File: src/shaxh_pkg.sv
`timescale 1ns / 1ps

package shaxh_pkg;

    localparam int unsigned HASH_W   = 32;
    localparam int unsigned MASKED_W = 31;
    localparam int unsigned BYTE_W   = 8;
    localparam int unsigned SHL_AMT  = 5;
    localparam int unsigned SHR_AMT  = 2;
    localparam int unsigned CNT_W    = 5;

    localparam logic [0:0] CFG_SEED       = 1'b0;
    localparam logic [0:0] CFG_TABLE_SIZE = 1'b1;

    // One finished word handed from the front to the back.
    typedef struct packed {
        logic                valid;
        logic [MASKED_W-1:0] masked;
    } word_xfer_t;

    typedef enum logic [1:0] {
        BK_IDLE,
        BK_DIV,
        BK_DONE
    } back_state_t;

    // One byte step of the shift-add-xor mix, wrapping at 32 bits.
    function automatic logic [HASH_W-1:0] mix_byte(
        input logic [HASH_W-1:0] h,
        input logic [BYTE_W-1:0] b
    );
        logic [HASH_W-1:0] sum;
        sum = (h << SHL_AMT) + {{(HASH_W-BYTE_W){1'b0}}, b} + (h >> SHR_AMT);
        return h ^ sum;
    endfunction

endpackage

File: src/shaxh_front.sv
`timescale 1ns / 1ps

module shaxh_front (
    input  logic                          clk,
    input  logic                          rst_n,
    input  logic [shaxh_pkg::HASH_W-1:0]  seed,
    input  logic                          byte_valid,
    input  logic [shaxh_pkg::BYTE_W-1:0]  byte_data,
    input  logic                          byte_last,
    input  logic                          queue_ready,
    output logic                          byte_ready,
    output shaxh_pkg::word_xfer_t         push
);
    import shaxh_pkg::*;

    logic              in_word_reg;
    logic              in_word_next;
    logic [HASH_W-1:0] hash_reg;
    logic [HASH_W-1:0] hash_next;
    logic [HASH_W-1:0] mixed;
    logic              take;

    // A byte is only taken when the queue can hold a word that might end here.
    assign byte_ready = queue_ready;
    assign take       = byte_valid && queue_ready;
    assign mixed      = mix_byte(in_word_reg ? hash_reg : seed, byte_data);

    assign push.valid  = take && byte_last;
    assign push.masked = mixed[MASKED_W-1:0];

    always_comb
    begin
        in_word_next = in_word_reg;
        hash_next    = hash_reg;
        if (take)
        begin
            in_word_next = !byte_last;
            hash_next    = mixed;
        end
    end

    always_ff @(posedge clk or negedge rst_n)
    begin
        if (!rst_n)
        begin
            in_word_reg <= 1'b0;
        end
        else
        begin
            in_word_reg <= in_word_next;
        end
    end

    always_ff @(posedge clk)
    begin
        hash_reg <= hash_next;
    end

endmodule

File: src/shaxh_queue.sv
`timescale 1ns / 1ps

module shaxh_queue #(
    parameter int unsigned DEPTH = 4
) (
    input  logic                  clk,
    input  logic                  rst_n,
    input  shaxh_pkg::word_xfer_t push,
    output logic                  push_ready,
    input  logic                  pop,
    output shaxh_pkg::word_xfer_t head
);
    import shaxh_pkg::*;

    localparam int unsigned PTR_W = (DEPTH > 1) ? $clog2(DEPTH) : 1;
    localparam int unsigned CNT_Q = $clog2(DEPTH + 1);
    localparam logic [PTR_W-1:0] LAST_PTR = PTR_W'(DEPTH - 1);
    localparam logic [CNT_Q-1:0] FULL_CNT = CNT_Q'(DEPTH);

    logic [MASKED_W-1:0] mem [DEPTH];
    logic [PTR_W-1:0]    wr_ptr_reg;
    logic [PTR_W-1:0]    wr_ptr_next;
    logic [PTR_W-1:0]    rd_ptr_reg;
    logic [PTR_W-1:0]    rd_ptr_next;
    logic [CNT_Q-1:0]    count_reg;
    logic [CNT_Q-1:0]    count_next;
    logic                do_push;
    logic                do_pop;

    assign push_ready  = (count_reg != FULL_CNT);
    assign head.valid  = (count_reg != '0);
    assign head.masked = mem[rd_ptr_reg];
    assign do_push     = push.valid && push_ready;
    assign do_pop      = pop && head.valid;

    always_comb
    begin
        wr_ptr_next = wr_ptr_reg;
        rd_ptr_next = rd_ptr_reg;
        count_next  = count_reg;
        if (do_push)
        begin
            wr_ptr_next = (wr_ptr_reg == LAST_PTR) ? '0 : wr_ptr_reg + 1'b1;
        end
        if (do_pop)
        begin
            rd_ptr_next = (rd_ptr_reg == LAST_PTR) ? '0 : rd_ptr_reg + 1'b1;
        end
        if (do_push && !do_pop)
        begin
            count_next = count_reg + 1'b1;
        end
        else if (do_pop && !do_push)
        begin
            count_next = count_reg - 1'b1;
        end
    end

    always_ff @(posedge clk or negedge rst_n)
    begin
        if (!rst_n)
        begin
            wr_ptr_reg <= '0;
            rd_ptr_reg <= '0;
            count_reg  <= '0;
        end
        else
        begin
            wr_ptr_reg <= wr_ptr_next;
            rd_ptr_reg <= rd_ptr_next;
            count_reg  <= count_next;
        end
    end

    always_ff @(posedge clk)
    begin
        if (do_push)
        begin
            mem[wr_ptr_reg] <= push.masked;
        end
    end

endmodule

File: src/shaxh_back.sv
`timescale 1ns / 1ps

module shaxh_back (
    input  logic                          clk,
    input  logic                          rst_n,
    input  logic [shaxh_pkg::HASH_W-1:0]  table_size,
    input  shaxh_pkg::word_xfer_t         head,
    output logic                          pop,
    output logic                          out_valid,
    input  logic                          out_ready,
    output logic [shaxh_pkg::HASH_W-1:0]  out_bucket
);
    import shaxh_pkg::*;

    back_state_t         state_reg;
    back_state_t         state_next;
    logic [HASH_W-1:0]   rem_reg;
    logic [HASH_W-1:0]   rem_next;
    logic [MASKED_W-1:0] dvd_reg;
    logic [MASKED_W-1:0] dvd_next;
    logic [CNT_W-1:0]    cnt_reg;
    logic [CNT_W-1:0]    cnt_next;
    logic                out_valid_reg;
    logic                out_valid_next;
    logic [HASH_W-1:0]   bucket_reg;
    logic [HASH_W-1:0]   bucket_next;
    logic [HASH_W:0]     shifted;
    logic [HASH_W:0]     diff;
    logic                load_out;

    // Restoring division, one quotient bit per cycle. A zero divisor always
    // subtracts nothing, so the remainder ends as the dividend itself.
    assign shifted = {rem_reg, dvd_reg[MASKED_W-1]};
    assign diff    = shifted - {1'b0, table_size};

    always_comb
    begin
        state_next = state_reg;
        case (state_reg)
            BK_IDLE:
            begin
                if (head.valid)
                begin
                    state_next = BK_DIV;
                end
            end
            BK_DIV:
            begin
                if (cnt_reg == '0)
                begin
                    state_next = BK_DONE;
                end
            end
            BK_DONE:
            begin
                if (!out_valid_reg || out_ready)
                begin
                    state_next = BK_IDLE;
                end
            end
            default:
            begin
                state_next = BK_IDLE;
            end
        endcase
    end

    always_comb
    begin
        pop      = 1'b0;
        load_out = 1'b0;
        rem_next = rem_reg;
        dvd_next = dvd_reg;
        cnt_next = cnt_reg;
        case (state_reg)
            BK_IDLE:
            begin
                pop      = head.valid;
                rem_next = '0;
                dvd_next = head.masked;
                cnt_next = CNT_W'(MASKED_W - 1);
            end
            BK_DIV:
            begin
                rem_next = diff[HASH_W] ? shifted[HASH_W-1:0] : diff[HASH_W-1:0];
                dvd_next = dvd_reg << 1;
                cnt_next = cnt_reg - 1'b1;
            end
            BK_DONE:
            begin
                load_out = !out_valid_reg || out_ready;
            end
            default:
            begin
                pop = 1'b0;
            end
        endcase
    end

    always_comb
    begin
        out_valid_next = out_valid_reg;
        bucket_next    = bucket_reg;
        if (load_out)
        begin
            out_valid_next = 1'b1;
            bucket_next    = rem_reg;
        end
        else if (out_ready)
        begin
            out_valid_next = 1'b0;
        end
    end

    assign out_valid  = out_valid_reg;
    assign out_bucket = bucket_reg;

    always_ff @(posedge clk or negedge rst_n)
    begin
        if (!rst_n)
        begin
            state_reg     <= BK_IDLE;
            out_valid_reg <= 1'b0;
        end
        else
        begin
            state_reg     <= state_next;
            out_valid_reg <= out_valid_next;
        end
    end

    always_ff @(posedge clk)
    begin
        rem_reg    <= rem_next;
        dvd_reg    <= dvd_next;
        cnt_reg    <= cnt_next;
        bucket_reg <= bucket_next;
    end

endmodule

File: src/shift_add_xor_string_hash.sv
`timescale 1ns / 1ps

// Shift-add-xor string hash with bucket reduction.
// Bytes of a word arrive on the slave stream, one byte per transfer, with
// tlast on the final byte. The front hashes one byte per cycle, starting each
// word from the seed register; on the final byte it hands the hash, with bit
// 31 cleared, to a small queue. The back reduces each queued hash modulo
// table_size (a zero table_size leaves the hash unchanged) and presents the
// bucket index on the master stream, one transfer per word.
// Bytes are taken every cycle while the queue has room. The back works on one
// word at a time: a load step, the bit-serial restoring division over the 31
// dividend bits, and a step that moves the remainder into the output register.
// Words that come faster stall the slave side once QUEUE_DEPTH words wait.
// The output register holds its bucket while the receiver stalls; the back
// keeps its finished result and the queue keeps filling meanwhile.
// Configuration is written through cfg_we/cfg_index/cfg_data (index 0 seed,
// index 1 table_size); the user must write it only while the block is idle,
// which the block does not enforce. Reset clears the queue, the output valid
// flag and the word-in-progress flag, and sets seed 0, size 1.
module shift_add_xor_string_hash #(
    parameter int unsigned QUEUE_DEPTH = 4
) (
    input  logic        clk,
    input  logic        rst_n,
    input  logic        cfg_we,
    input  logic [0:0]  cfg_index,
    input  logic [31:0] cfg_data,
    input  logic        s_tvalid,
    output logic        s_tready,
    input  logic [7:0]  s_tdata,   // [7:0] text_byte
    input  logic        s_tlast,   // last_byte
    output logic        m_tvalid,
    input  logic        m_tready,
    output logic [31:0] m_tdata    // [31:0] bucket
);
    import shaxh_pkg::*;

    logic [HASH_W-1:0] seed_reg;
    logic [HASH_W-1:0] seed_next;
    logic [HASH_W-1:0] table_size_reg;
    logic [HASH_W-1:0] table_size_next;
    word_xfer_t        push;
    word_xfer_t        head;
    logic              queue_ready;
    logic              pop;

    always_comb
    begin
        seed_next       = seed_reg;
        table_size_next = table_size_reg;
        if (cfg_we)
        begin
            case (cfg_index)
                CFG_SEED:       seed_next       = cfg_data;
                CFG_TABLE_SIZE: table_size_next = cfg_data;
                default:        seed_next       = seed_reg;
            endcase
        end
    end

    always_ff @(posedge clk or negedge rst_n)
    begin
        if (!rst_n)
        begin
            seed_reg       <= '0;
            table_size_reg <= HASH_W'(1);
        end
        else
        begin
            seed_reg       <= seed_next;
            table_size_reg <= table_size_next;
        end
    end

    shaxh_front u_front (
        .clk         (clk),
        .rst_n       (rst_n),
        .seed        (seed_reg),
        .byte_valid  (s_tvalid),
        .byte_data   (s_tdata),
        .byte_last   (s_tlast),
        .queue_ready (queue_ready),
        .byte_ready  (s_tready),
        .push        (push)
    );

    shaxh_queue #(
        .DEPTH (QUEUE_DEPTH)
    ) u_queue (
        .clk        (clk),
        .rst_n      (rst_n),
        .push       (push),
        .push_ready (queue_ready),
        .pop        (pop),
        .head       (head)
    );

    shaxh_back u_back (
        .clk        (clk),
        .rst_n      (rst_n),
        .table_size (table_size_reg),
        .head       (head),
        .pop        (pop),
        .out_valid  (m_tvalid),
        .out_ready  (m_tready),
        .out_bucket (m_tdata)
    );

endmodule
File: config.mk
export PLATFORM = sky130hd
export DESIGN_NAME = shift_add_xor_string_hash
export DESIGN_NICKNAME = d
export VERILOG_FILES = /design/src/shaxh_pkg.sv /design/src/shaxh_front.sv /design/src/shaxh_queue.sv /design/src/shaxh_back.sv /design/src/shift_add_xor_string_hash.sv
export SDC_FILE = /design/constraint.sdc
export NUM_CORES = 1
export LEC_CHECK = 0
export BUFFER_PORTS_ARGS = -buffer_cell sky130_fd_sc_hd__buf_2
export CAP_MARGIN = 20
export CORE_MARGIN = 10
export CORE_UTILIZATION = 67
export DETAILED_ROUTE_END_ITERATION = 10
export PLACE_DENSITY = 0.88
export SYNTH_ARGS = -nofsm -noshare
export SYNTH_HDL_FRONTEND = slang
export SYNTH_SLANG_ARGS = --single-unit
File: constraint.sdc
create_clock -name clk -period 7.3 [get_ports clk]
set_input_delay 1.46 -clock clk [delete_from_list [all_inputs] [get_ports clk]]
set_output_delay 1.46 -clock clk [all_outputs]
set_load 0.01 [all_outputs]
==> metrics.md <==
| Metric | Value |
|---|---|
| Synth top area share | 0.460 |
| Synth top area cells | edfxtp_1 (46%), dfrtp_1 (11%), ha_1 (7.2%) |
| VDD IR-drop max | 0.256 mV |
| CP startpoint kind | register |
| Core area | 24,400 um2 |
| Vias per cell | 6.21 |
| Total power | 0.0101 W |
| Synth Net Count | 1,373 |
| Crit-path max FO | 33 |
| Setup Buffers After CTS | 0 |
| Mapped Cells | 1,224 |
| Crit path kind | register to register |
| Row Count | 57 |
| Hold Fails Final Rpt | 0 |
| Worst R2R Path Depth | 15 |
| Main synth FF type | edfxtp_1 |
| Worst-path clk slew | 0.06 ns |
| Rel. slew slack | 0.337 |
| Total die area | 31,600 um2 |
| YS warnings | 0 |
| CTS Buf Count | 36 |
| Vias in the first global route | 10,447 |
| Max Cap Violations | 0 |
| Via count | 10,325 |
| Tmin final | 4.60 ns |
| Starting Density | 0.684 |
| CTS tree | yes |
| GRT Total Usage | 0.230 |
| I/O pins | 81 |
| Required time of the worst setup path | 7.54 ns |
| First-pass GRT wire length | 57.0 mm |
| Hold Path Cell Cnt | 0 |
| Ratio of cells with drive above 1 in the final layout | 0.217 |
| Global route overflow | 0 |
| EDFF count, synth | 256 |
| Max Freq | 217 MHz |
| Post-DP HPWL | 23.8 mm |
| Power density over the cells | 544 nW/um2 |
| Largest net degree at the start of global routing | 76 |
| FF+latch area | 9570 um2 |
| WL/cell | 22.0 um |
| Antenna cells | 0 |
| Number of flip-flops in the largest register | 124 |
| Final slew viol count | 0 |
| Bufs on Longest Clock Path | 3 |
| # fillers | 1,407 |
| First drt pass iteration count | 6 |
| Final #Nets | 1,460 |
| Setup tns final | 0 ns |
| Netlist cell types | 57 |
| Worst Hold Class | register to register |
| Most frequent cells in the layout | edfxtp_1 (256), nand2_1 (131), ha_1 (96) |
| Clk_skew | 0.0151 ns |
| CP arrival | 4.84 ns |
| FFs w/ async S/R, synth | 0.227 |
| Placer Congestion | 0.887 |
| WL final | 36.6 mm |
| Synthesized area | 16,700 um2 |
| Sequential cell area fraction in the yosys report | 0.573 |
| Final hold slack | 0.489 ns |
| RSZ-0062 raised after global routing | false |
| Commonest non-fill, non-tap cell in the layout | edfxtp_1 |
| Drt drc | 0 |
| Leakage | 7.84 nW |
| Post-CTS resize count | 0 |
| Clk_lat worst skew | 0.52 ns |
| Slew at the pin closest to its max-slew limit | 0.995 ns |
| Biggest register | u_queue.mem |
| Root buffer cell | clkbuf_16 |
| Die Wd | 178 um |
| Area leader, netlist | edfxtp_1 |
| Iteration-0 DRC count of the detailed router | 988 |
| Critical path endpoint category | register |
| Post-CTS Hold Fix Bufs | 0 |
| Final clock period utilization by the worst path | 0.631 |
| Area delta synth->final | 11.6% |
| Post-Syn Area per Cell | 13.6 um2 |
| H-tree depth | 2 |
| Routed Antenna Nets | 0 |
| Clk sink count | 331 |
| PortBufs | 80 |
| Yosys reg bits | 331 |
| Area of the multi-input gates | 6740 um2 |
| Die Ht | 178 um |
| Initial antenna violation count | 0 |
| Setup violators final | 0 |
| Status | finished clean |
[worst max-delay path, stage by stage, from the launching register on]
cell and delay (ns):
dfrtp_1 0.32, buf_4 0.42, mux2_2 0.45, ha_1 0.29
ha_1 0.16, inv_1 0.06, fa_1 0.40, nor2b_1 0.19
o31ai_1 0.10, a311o_1 0.37, a2111oi_0 0.51, nor2_1 0.18
o221ai_1 0.25, nand4_1 0.16, and4b_1 0.21, xnor3_1 0.25
[per-layer routing]
layer,track usage,vias to the layer above,wire (um)
met1,0.306,5109,14900
met4,0.0709,0,839
li1,-,4710,-
met3,0.0453,67,2920
met2,0.377,439,17900
met5,0,-,0
[Yosys cell counts, types with 3 or more instances]
| cell | count |
|---|---|
| fa_1 | 6 |
| nand3_1 | 12 |
| edfxtp_1 | 256 |
| mux2_2 | 95 |
| a21o_1 | 32 |
| o211ai_1 | 5 |
| o21bai_1 | 6 |
| nor2_1 | 57 |
| a21boi_0 | 3 |
| dfrtp_1 | 74 |
| mux2i_1 | 29 |
| mux4_2 | 31 |
| a31oi_1 | 8 |
| nand2_1 | 132 |
| clkbuf_1 | 32 |
| xnor3_1 | 11 |
| o21a_1 | 4 |
| nor3_1 | 11 |
| nor2b_1 | 18 |
| and2_1 | 9 |
| or3_1 | 6 |
| xor2_1 | 17 |
| and3_1 | 3 |
| a211oi_2 | 4 |
| a21oi_1 | 58 |
| xnor2_1 | 34 |
| inv_1 | 59 |
| buf_1 | 9 |
| nand4_1 | 15 |
| ha_1 | 96 |
| buf_6 | 4 |
| nand2b_1 | 12 |
| a211oi_1 | 3 |
| xor3_1 | 9 |
| o21ai_0 | 36 |
[path summary, 6_finish.rpt]
kind	to	startpoint	slack (ns)
min in group asynchronous	table_size_reg[2]	rst_n	1.06
max in group asynchronous	u_queue.rd_ptr_reg[1]	rst_n	5.53
min reg2reg	u_back.out_bucket[2]	u_back.rem_reg[2]	0.49
max reg2reg	u_front.hash_reg[27]	u_front.in_word_reg	2.70
max	u_front.hash_reg[27]	u_front.in_word_reg	2.70
min	u_back.out_bucket[2]	u_back.rem_reg[2]	0.49
[where the power goes]
group	switching, W	leakage [nW]	internal [W]
Clock	0.000730	0.591	0.00109
Sequential	0.000275	3.39	0.00344
Combinational	0.00260	3.86	0.00200
[logic make-up after synthesis]
logic type               synth area share
buffers and inverters              0.0252
flip-flops                          0.573
AO/OA/AOI/OAI                      0.0692
AND/OR/NAND/NOR                    0.0758
adder cells (fa/ha/maj)            0.0791
multiplexers                        0.123
XOR/XNOR                           0.0544
[area by class of cell]
class / instances / area share
multi-input cells: 789 / 0.362
clock buffers: 44 / 0.0522
repair buffers: 94 / 0.0273
well taps: 324 / 0.0218
inverters: 59 / 0.0119
flip-flops and latches: 331 / 0.514
clock inverters: 22 / 0.0116
[metrics by stage]
stage / cells / util / area (um2) / setup WS [ns]
floorplan: 1224 / - / 16700 / 2.92
global placement: 1597 / 0.715 / 17400 / 2.47
detailed placement: 1597 / 0.715 / 17400 / 2.39
CTS: 1663 / 0.764 / 18600 / 2.72
global route: 1663 / 0.764 / 18600 / 2.55
finish: 1663 / 0.764 / 18600 / 2.70
Note: power is estimated with default switching activity, not from simulation.
